**config.mk**
```make
export PLATFORM = sky130hd
export DESIGN_NAME = payload_base64_extractor
export DESIGN_NICKNAME = d
export VERILOG_FILES = /design/src/hw/rtl/pb64x_pkg.sv /design/src/hw/rtl/payload_base64_extractor.sv
export SDC_FILE = /design/constraint.sdc
export NUM_CORES = 1
export LEC_CHECK = 0
export ABC_AREA = 1
export ABC_CLOCK_PERIOD_IN_PS = 4900
export BUFFER_PORTS_ARGS = -buffer_cell sky130_fd_sc_hd__buf_2
export CAP_MARGIN = 0
export CORE_AREA = 2 2 185 187
export CTS_BUF_LIST = sky130_fd_sc_hd__clkbuf_16
export DETAILED_ROUTE_END_ITERATION = 12
export DIE_AREA = 0 0 187 189
export PLACE_DENSITY = 0.44
export SETUP_SLACK_MARGIN = 0.1
export SYNTH_ARGS = -nofsm -noshare
export SYNTH_HDL_FRONTEND = slang
export SYNTH_SLANG_ARGS = --single-unit
```
**constraint.sdc**
```tcl
create_clock -name clk_i -period 4.9 [get_ports clk_i]
set_clock_uncertainty 0.15 [all_clocks]
set_input_delay 0.735 -clock clk_i [delete_from_list [all_inputs] [get_ports clk_i]]
set_output_delay 0.735 -clock clk_i [all_outputs]
set_load 0.005 [all_outputs]
```
**src/hw/rtl/pb64x_pkg.sv**
```systemverilog
`timescale 1ns / 1ps

package pb64x_pkg;

  // One result item as it sits in the output queue
  typedef struct packed {
    logic [7:0] data_byte;
    logic       has_byte;
    logic       image_end;
    logic       marker_missing;
  } res_t;

  // Base64 sextet lookup result
  typedef struct packed {
    logic       valid;
    logic [5:0] value;
  } sextet_t;

  localparam logic [7:0] QuoteChar = 8'h22;
  localparam logic [7:0] PlusChar  = 8'h2B;
  localparam logic [7:0] SlashChar = 8'h2F;
  localparam logic [5:0] PlusVal   = 6'd62;
  localparam logic [5:0] SlashVal  = 6'd63;

  // Marker letters; entries past the word are zero
  function automatic logic [7:0] marker_char(input logic [3:0] idx);
    logic [7:0] ch;
    case (idx)
      4'd0:    ch = 8'h70; // p
      4'd1:    ch = 8'h61; // a
      4'd2:    ch = 8'h79; // y
      4'd3:    ch = 8'h6C; // l
      4'd4:    ch = 8'h6F; // o
      4'd5:    ch = 8'h61; // a
      4'd6:    ch = 8'h64; // d
      default: ch = 8'h00;
    endcase
    return ch;
  endfunction

  // Map a character to its standard base64 value
  function automatic sextet_t sextet_of(input logic [7:0] c);
    sextet_t s;
    s.valid = 1'b1;
    s.value = 6'd0;
    if (c >= 8'h41 && c <= 8'h5A) begin
      s.value = 6'(c - 8'h41);
    end else if (c >= 8'h61 && c <= 8'h7A) begin
      s.value = 6'(c - 8'h61 + 8'd26);
    end else if (c >= 8'h30 && c <= 8'h39) begin
      s.value = 6'(c - 8'h30 + 8'd52);
    end else if (c == PlusChar) begin
      s.value = PlusVal;
    end else if (c == SlashChar) begin
      s.value = SlashVal;
    end else begin
      s.valid = 1'b0;
    end
    return s;
  endfunction

endpackage

```
**src/hw/rtl/payload_base64_extractor.sv**
```systemverilog
`timescale 1ns / 1ps

// Scans a character stream for the marker word ("payload" by default), skips
// one character, waits for a double quote and then decodes unpadded base64
// into bytes until the first non-base64 character or the end of the message.
// Every message (tlast on the input) ends with one closing transfer that has
// tlast set and reports in tuser whether the marker or quote was missed.
// The block takes one character per clock: the up to four results of each
// character go into an eight-entry output queue. s_axis_tready drops only
// while that queue holds more than four entries, so with the output side
// ready the rate is one character per cycle (four characters give at most
// three bytes, one byte leaves per cycle).
module payload_base64_extractor #(
  parameter int unsigned MARKER_LEN = 7
) (
  input  logic       clk_i,
  input  logic       rst_ni,
  input  logic       s_axis_tvalid_i,
  output logic       s_axis_tready_o,
  input  logic [7:0] s_axis_tdata_i,   // [7:0] in_char
  input  logic       s_axis_tlast_i,   // end_of_message
  output logic       m_axis_tvalid_o,
  input  logic       m_axis_tready_i,
  output logic [7:0] m_axis_tdata_o,   // [7:0] data_byte
  output logic       m_axis_tlast_o,   // image_end
  output logic [1:0] m_axis_tuser_o    // [0] has_byte, [1] marker_missing
);
  import pb64x_pkg::*;

  localparam int MatchW = (MARKER_LEN > 1) ? $clog2(MARKER_LEN) : 1;
  localparam int CntW   = MatchW + 1;
  localparam int Depth  = 8;
  localparam int PtrW   = $clog2(Depth);
  localparam int FillW  = PtrW + 1;
  localparam int MaxRes = 4;

  localparam logic [2:0] PhSearch = 3'd0;
  localparam logic [2:0] PhSkip   = 3'd1;
  localparam logic [2:0] PhQuote  = 3'd2;
  localparam logic [2:0] PhDecode = 3'd3;
  localparam logic [2:0] PhDone   = 3'd4;

  logic [2:0]        phase_q, phase_d;
  logic [MatchW-1:0] match_q, match_d;
  logic [17:0]       grp_q, grp_d;
  logic [1:0]        gcnt_q, gcnt_d;

  logic [PtrW-1:0]   wr_q, rd_q;
  logic [FillW-1:0]  fill_q, fill_d;
  res_t              mem_q [Depth];

  logic              in_acc, out_acc;
  res_t              res [MaxRes];
  logic [2:0]        n_res;

  logic [CntW-1:0]   match_inc;
  sextet_t           sx;
  logic [17:0]       fl_grp;
  logic [1:0]        fl_cnt;
  logic [7:0]        byte_v [3];
  logic [1:0]        n_byte;
  logic              miss;

  assign in_acc  = s_axis_tvalid_i && s_axis_tready_o;
  assign out_acc = m_axis_tvalid_o && m_axis_tready_i;
  assign s_axis_tready_o = (fill_q <= FillW'(Depth - MaxRes));

  assign match_inc = {1'b0, match_q} + CntW'(1);
  assign sx        = sextet_of(s_axis_tdata_i);

  // Advance the scan state and collect the results of one character
  always_comb begin
    phase_d = phase_q;
    match_d = match_q;
    grp_d   = grp_q;
    gcnt_d  = gcnt_q;
    fl_grp  = grp_q;
    fl_cnt  = 2'd0;
    n_byte  = 2'd0;
    byte_v[0] = 8'h00;
    byte_v[1] = 8'h00;
    byte_v[2] = 8'h00;
    miss    = 1'b0;

    unique case (phase_q)
      PhSearch: begin
        if (s_axis_tdata_i == marker_char(4'(match_q))) begin
          if (match_inc == CntW'(MARKER_LEN)) begin
            match_d = '0;
            phase_d = PhSkip;
          end else begin
            match_d = match_inc[MatchW-1:0];
          end
        end else if (s_axis_tdata_i == marker_char(4'd0)) begin
          // Retry this character as the first marker letter
          if (MARKER_LEN == 1) begin
            match_d = '0;
            phase_d = PhSkip;
          end else begin
            match_d = MatchW'(1);
          end
        end else begin
          match_d = '0;
        end
      end
      PhSkip: phase_d = PhQuote;
      PhQuote: begin
        if (s_axis_tdata_i == QuoteChar) phase_d = PhDecode;
      end
      PhDecode: begin
        if (!sx.valid) begin
          fl_grp  = grp_q;
          fl_cnt  = gcnt_q;
          grp_d   = '0;
          gcnt_d  = 2'd0;
          phase_d = PhDone;
        end else if (gcnt_q == 2'd3) begin
          byte_v[0] = grp_q[17:10];
          byte_v[1] = {grp_q[9:2]};
          byte_v[2] = {grp_q[1:0], sx.value};
          n_byte    = 2'd3;
          grp_d     = '0;
          gcnt_d    = 2'd0;
        end else begin
          grp_d  = {grp_q[11:0], sx.value};
          gcnt_d = gcnt_q + 2'd1;
        end
      end
      default: ;
    endcase

    // Message end: flush a partial group still being decoded
    if (s_axis_tlast_i) begin
      miss = (phase_d == PhSearch) || (phase_d == PhSkip) || (phase_d == PhQuote);
      if (phase_d == PhDecode) begin
        fl_grp = grp_d;
        fl_cnt = gcnt_d;
      end
    end

    // Partial group gives one byte for two sextets, two for three
    if (fl_cnt == 2'd2) begin
      byte_v[0] = fl_grp[11:4];
      n_byte    = 2'd1;
    end else if (fl_cnt == 2'd3) begin
      byte_v[0] = fl_grp[17:10];
      byte_v[1] = fl_grp[9:2];
      n_byte    = 2'd2;
    end

    if (s_axis_tlast_i) begin
      phase_d = PhSearch;
      match_d = '0;
      grp_d   = '0;
      gcnt_d  = 2'd0;
    end
  end

  // Lay the byte items out in order, closing item after them
  always_comb begin
    for (int i = 0; i < MaxRes; i++) begin
      res[i] = '0;
      if (i < 3 && 2'(i) < n_byte) begin
        res[i].data_byte = byte_v[(i < 3) ? i : 0];
        res[i].has_byte  = 1'b1;
      end else if (2'(i) == n_byte && i < MaxRes) begin
        res[i].image_end      = 1'b1;
        res[i].marker_missing = miss;
      end
    end
    n_res = {1'b0, n_byte} + {2'b00, s_axis_tlast_i};
  end

  // Track queue occupancy
  always_comb begin
    fill_d = fill_q;
    if (in_acc) fill_d = fill_d + FillW'(n_res);
    if (out_acc) fill_d = fill_d - FillW'(1);
  end

  // Update scan state and queue pointers
  always_ff @(posedge clk_i or negedge rst_ni) begin
    if (!rst_ni) begin
      phase_q <= PhSearch;
      match_q <= '0;
      grp_q   <= '0;
      gcnt_q  <= 2'd0;
      wr_q    <= '0;
      rd_q    <= '0;
      fill_q  <= '0;
    end else begin
      if (in_acc) begin
        phase_q <= phase_d;
        match_q <= match_d;
        grp_q   <= grp_d;
        gcnt_q  <= gcnt_d;
        wr_q    <= wr_q + PtrW'(n_res);
      end
      if (out_acc) rd_q <= rd_q + PtrW'(1);
      fill_q <= fill_d;
    end
  end

  // Write the results of an accepted character into the queue
  always_ff @(posedge clk_i) begin
    if (in_acc) begin
      for (int i = 0; i < MaxRes; i++) begin
        if (3'(i) < n_res) mem_q[wr_q + PtrW'(i)] <= res[i];
      end
    end
  end

  // Present the queue head
  assign m_axis_tvalid_o = (fill_q != '0);
  assign m_axis_tdata_o  = mem_q[rd_q].data_byte;
  assign m_axis_tlast_o  = mem_q[rd_q].image_end;
  assign m_axis_tuser_o  = {mem_q[rd_q].marker_missing, mem_q[rd_q].has_byte};

  a_fill_bound: assert property (@(posedge clk_i) disable iff (!rst_ni)
    fill_q <= FillW'(Depth))
    else $error("output queue overfilled");

  a_close_clean: assert property (@(posedge clk_i) disable iff (!rst_ni)
    (m_axis_tvalid_o && m_axis_tlast_o) |-> (!m_axis_tuser_o[0] && m_axis_tdata_o == 8'h00))
    else $error("closing transfer carries a byte");

  a_msg_reset: assert property (@(posedge clk_i) disable iff (!rst_ni)
    (in_acc && s_axis_tlast_i) |=> (phase_q == PhSearch && gcnt_q == 2'd0 && match_q == '0))
    else $error("scan state not cleared after message end");

  a_grp_phase: assert property (@(posedge clk_i) disable iff (!rst_ni)
    (gcnt_q != 2'd0) |-> (phase_q == PhDecode))
    else $error("partial group held outside decoding");

endmodule

```
* After elaboration in Yosys (flattened, before gate mapping)
Memories as Yosys holds them, arrays and structs flattened.
Index checks and enable logic that the tools add are counted.
** Storage, ports and cells
- Register bits after elaboration :: 36
- Bits in latches :: 0
- Memory bits (writable) :: 88
- Memory bits (read-only) :: 0
- Input port bits :: 13
- Output and inout port bits :: 13
- Word-level logic and storage cells :: 149
- Memories :: 1
** Memory list
- mem_q :: depth 8, width 11, rd ports 1, clocked after memory_dff 0, write ports 4, line payload_base64_extractor.sv:50 : res_t mem_q [Depth];
** Cells by class
- Add/subtract/negate cells :: 15
- Multiply operators :: 0
- Div/mod/pow operators :: 0
- $lt $le $gt $ge :: 14
- Eq/ne operators :: 24
- Shifts and indexed selects :: 0
- Mux-type cells :: 73
- Bitwise operators :: 0
- Reductions and logical operators :: 15
** Operators by type and width (number)
- $mux 18 :: 6
- $mux 24 :: 3
- $pmux 7 s6 :: 1
- $mux 2 :: 20
- $mux 6 :: 5
- $mux 3 :: 9
- $mux 9 :: 3
- $eq 8x6->1 const B :: 3
- $mux 8 :: 3
- $mux 1 :: 19
- $eq 3x2->1 const B :: 6
- $ge 8x7->1 const B :: 2
- $le 8x7->1 const B :: 2
- $mux 16 :: 1
- $pmux 3 s4 :: 1
- $sub 6x6->6 const B :: 2
- $eq 3x1->1 const B :: 3
- $eq 3x3->1 const B :: 3
- $logic_not 3->1 :: 3
- $eq 8x7->1 const B :: 1
- $eq 8x8->1 :: 1
- $ge 8x6->1 const B :: 1
- $le 8x6->1 const B :: 1
- $mux 4 :: 2
- 27 further kinds :: 40

* Logic depth before layout (Yosys ltp)
- Depth after elaboration :: 19
- Gate-level depth with buffers :: 36
- Gate-level depth less buffers :: 35

* Worst setup path before layout
No wires, ideal clock.
- Path kind :: input to register
- From :: input s_axis_tdata_i[0]
- To :: memory mem_q[2][4] (netlist bit)
- Setup time :: 0.109 ns
- Arrival :: 4.512 ns
- Setup slack :: 0.129 ns
- Cell stages on the path :: 33
- Buffers on the path :: 2
- Cell sequence :: inv_1 -> ha_1 -> inv_1 -> nand2_1 -> nand2_1 -> nand2_1 -> nand2_1 -> nand2_2 -> inv_2 -> nand3_4 -> a21boi_4 -> nand2_2 -> nand2_2 -> nand2_4 -> nand2_4 -> nand2_4 -> buf_4 -> nand2_1 -> ha_1 -> inv_1 -> ha_1 -> a21oi_1 -> inv_2 -> nor2_1 -> nor2_1 -> inv_2 -> a21oi_1 -> inv_1 -> buf_2 -> o21ai_0 -> inv_1 -> nand2_1 -> inv_1
** RTL lines
- from (decl) :: line payload_base64_extractor.sv:20 : input logic [7:0] s_axis_tdata_i,
- to (decl) :: line payload_base64_extractor.sv:50

==> out/qor.csv <==
stage,metric,value,unit
clock_network,clock root cell,clkbuf_16,
setup_path,Worst Path Required,5.07,ns
logic_synthesis,Post-synth EDFFs,16,
setup_path,Critical Path Slowest Stage Cell,nor2_1,
sta,Worst slew margin,35.8,%
logic_synthesis,xor-xnor portion of the synthesized cell area,1.41,%
logic_synthesis,largest family of logic cells by synthesized area,simple AND/OR/NAND/NOR gates,
sta,RSZ-0062 raised after global routing,false,
drt,metal3 WL,2460,um
drt,met1 WL,18700,um
place,post-DP HPWL,29400,um
layout,Finished Core Util,34.1,%
floorplan,Rows,67,
floorplan,Die Ht,189,um
drt,iteration-0 DRC count of the detailed router,902,
global_route,vias in the first global route,10500,
logic_synthesis,post-synthesis sequential area ratio,28.5,%
sta,post-route clock period utilization,90.7,%
power_and_ir_drop,PnR Total Power,5.24,mW
global_route,largest net degree at the start of global routing,46,
clock_network,worst skew pair latency,0.44,ns
drt,1st-pass router iterations,5,
power_and_ir_drop,Leak,5.69,nW
power_and_ir_drop,power per cell area,461,nW/um^2
global_route,total gr overflow,0,
place,gpl congestion,0.916,
global_route,initial antenna violation count,0,
setup_path,crit path capture type,register,
layout,fin cells,2145,
drt,DR vias,10900,
drt,Final ANT Viol Nets,0,
logic_synthesis,Yosys warnings,0,
sta,setup TNS,0,ns
layout,Layout area overhead,14.5,%
global_route,total track usage,23.5,%
place,dpl cell area,10800,um^2
layout,Multi-input gate area,6050,um^2
setup_path,CP Class,input pin to register,
clock_network,clock buffer depth,2,
drt,met2 WL,18200,um
clock_network,clock sink count,124,
logic_synthesis,post-synth top area cell,nand2_1,
sta,setup ws final,0.455,ns
setup_path,reg-to-reg startpoint,phase_q[2]$_DFFE_PN0P_,
layout,nets,1727,
floorplan,core area,33300,um^2
clock_network,CTS tree,built,
setup_path,CP dominant cell by count,nand2_4,
sta,fmax,225,MHz
setup_path,reg2reg path depth,22,
floorplan,die span in x,187,um
drt,DRC Markers,0,
sta,setup violators final,0,
worst_hold_path,hold crit path type,input pin to async pin,
setup_path,R2R Setup Slk,0.90,ns
floorplan,Die Footprint,35300,um^2
place,placed insts,2111,
setup_path,Worst Setup EP,mem_q[6][2]$_SDFFE_PP0P_,
layout,design area,11400,um^2
setup_path,reg2reg end,mem_q[6][2]$_SDFFE_PP0P_,
logic_synthesis,count of distinct cell types in the synthesized netlist,51,
drt,final wirelength,41000,um
setup_path,"Data arrival, critical path",4.61,ns
sta,Final Critical Period,4.45,ns
clock_network,TritonCTS Buffers,17,
logic_synthesis,Synth top area share,16.0,%
sta,Pins Over Slew Limit,0,
drt,uppermost layer routed,met4,
place,Port Buf Inserts,25,
logic_synthesis,Yosys reg bits,124,
logic_synthesis,"Net Count, Synth",1682,
logic_synthesis,synthesized-area fraction occupied by adder cells,3.81,%
sta,final hold violation count,0,
logic_synthesis,ys async rst share,29.0,%
logic_synthesis,main flop type after synthesis,dfxtp_1,
logic_synthesis,cells after synthesis,1640,
flow_run,Max Cap Violations,0,
clock_network,CTS H-tree depth,4,
logic_synthesis,Synth top cells by count,"nand2_1, o21ai_0, nor2_1, inv_1, a21oi_1",
setup_path,largest stage delay on the critical path,0.35,ns
layout,storage element area,2820,um^2
sta,Least-Margin Pin Slew,0.963,ns
setup_path,Critical Path Start,s_axis_tdata_i[0],
drt,vias per inst,5.10,
sta,hold slack,0.282,ns
global_route,first-pass GRT wire length,63600,um
logic_synthesis,post-synthesis simple-gate area fraction,34.0,%
floorplan,IO Pins,26,
power_and_ir_drop,Worst VDD drop,0.000257,V
logic_synthesis,Mean Syn Cell Area,6.05,um^2
layout,fillcell total,3744,
setup_path,startpoint type of the worst setup path,input pin,
status,status,"finished, final reports clean",
logic_synthesis,mux share of post-synthesis cell area,0,%
layout,share of cells above drive strength 1,11.0,%
drt,Wirelength per Cell,19.1,um
clock_network,"Reg clk slew, reported paths",0.06,ns
floorplan,initial core utilization,29.8,%
logic_synthesis,Area contributors post-synth,"nand2_1, dfxtp_1, o21ai_0, dfrtp_1, nor2_1",
layout,Antenna diodes,0,
logic_synthesis,"count leader, synth",nand2_1,
logic_synthesis,share of the synthesized area in compound gates (AO/OA/AOI/OAI),21.5,%
place,post-placement worst setup slack,-0.153,ns
setup_path,CP Max Fanout,11,
logic_synthesis,mapped cell area,9920,um^2
## layout make-up
type                       instances  share of cell area [%]
multi-input combinational       1242                    53.3
sequential                       124                    24.9
inverter                         205                    6.78
timing repair buffer              95                    5.84
tap                              448                    4.94
clock buffer                      17                    3.75
clock inverter                    14                   0.573
## power breakdown
part / internal, mW / total, mW / leakage [nW] / switching (mW)
Sequential: 1.45 / 1.71 / 1.22 / 0.261
Clock: 0.624 / 1.14 / 0.258 / 0.512
Combinational: 0.823 / 2.40 / 4.21 / 1.58
## kinds of logic (layout without fill, tap and decap cells)
| family | count (synthesis) | count (layout) |
|---|---|---|
| XOR/XNOR | 16 | 16 |
| flip-flops | 124 | 124 |
| AO/OA/AOI/OAI | 398 | 398 |
| adder cells (fa/ha/maj) | 29 | 29 |
| AND/OR/NAND/NOR | 799 | 799 |
| buffers and inverters | 274 | 331 |
## critical path, delay by kind of cell
family	cells	cell delay (ns)
fa+ha+maj	3	0.52
compound gates	3	0.60
buf+inv	7	0.89
simple gates	16	1.85
## worst min path at each step
stage                                    end  slack [ns]
floorplan           mem_q[3][4]$_SDFFE_PP0P_        0.27
global placement    mem_q[3][4]$_SDFFE_PP0P_        0.28
detailed placement  mem_q[3][4]$_SDFFE_PP0P_        0.29
CTS                 mem_q[3][4]$_SDFFE_PP0P_        0.30
global route        mem_q[3][4]$_SDFFE_PP0P_        0.33
finish                 grp_q[14]$_DFFE_PN0P_        0.28
## routing by layer
layer,global-route usage (%),vias to the layer above
met3,3.65,79
met2,37.5,366
li1,-,5410
met5,0,-
met4,10.5,0
met1,31.5,5093
## sequential cells by signal (all words and copies together), names as in the netlist
register / count
fill_q: 4
gcnt_q: 2
grp_q: 18
match_q: 3
mem_q: 88
phase_q: 3
rd_q: 3
wr_q: 3
## timing repair
item                       CTS  global route
hold buffers                 0             0
setup buffers                0             3
setup endpoints to repair    0            25
gates resized for setup      0             7
## placed cells by master (no fill, tap or decap), drive strengths merged, types with 2 or more instances in the layout
master	count
nand3	105
nand2	448
a31oi	14
buf	95
nor3	26
nor2	202
clkbuf	17
a21oi	117
xor2	13
dfrtp	36
a211oi	2
o22ai	28
a21o	2
a21boi	2
inv	201
nand3b	6
edfxtp	16
nand4	4
xnor2	3
clkinv	18
a22oi	2
o21bai	2
dfxtp	72
or2	6
o21ai	224
ha	27
fa	2
(Power assumes the default switching activity.)
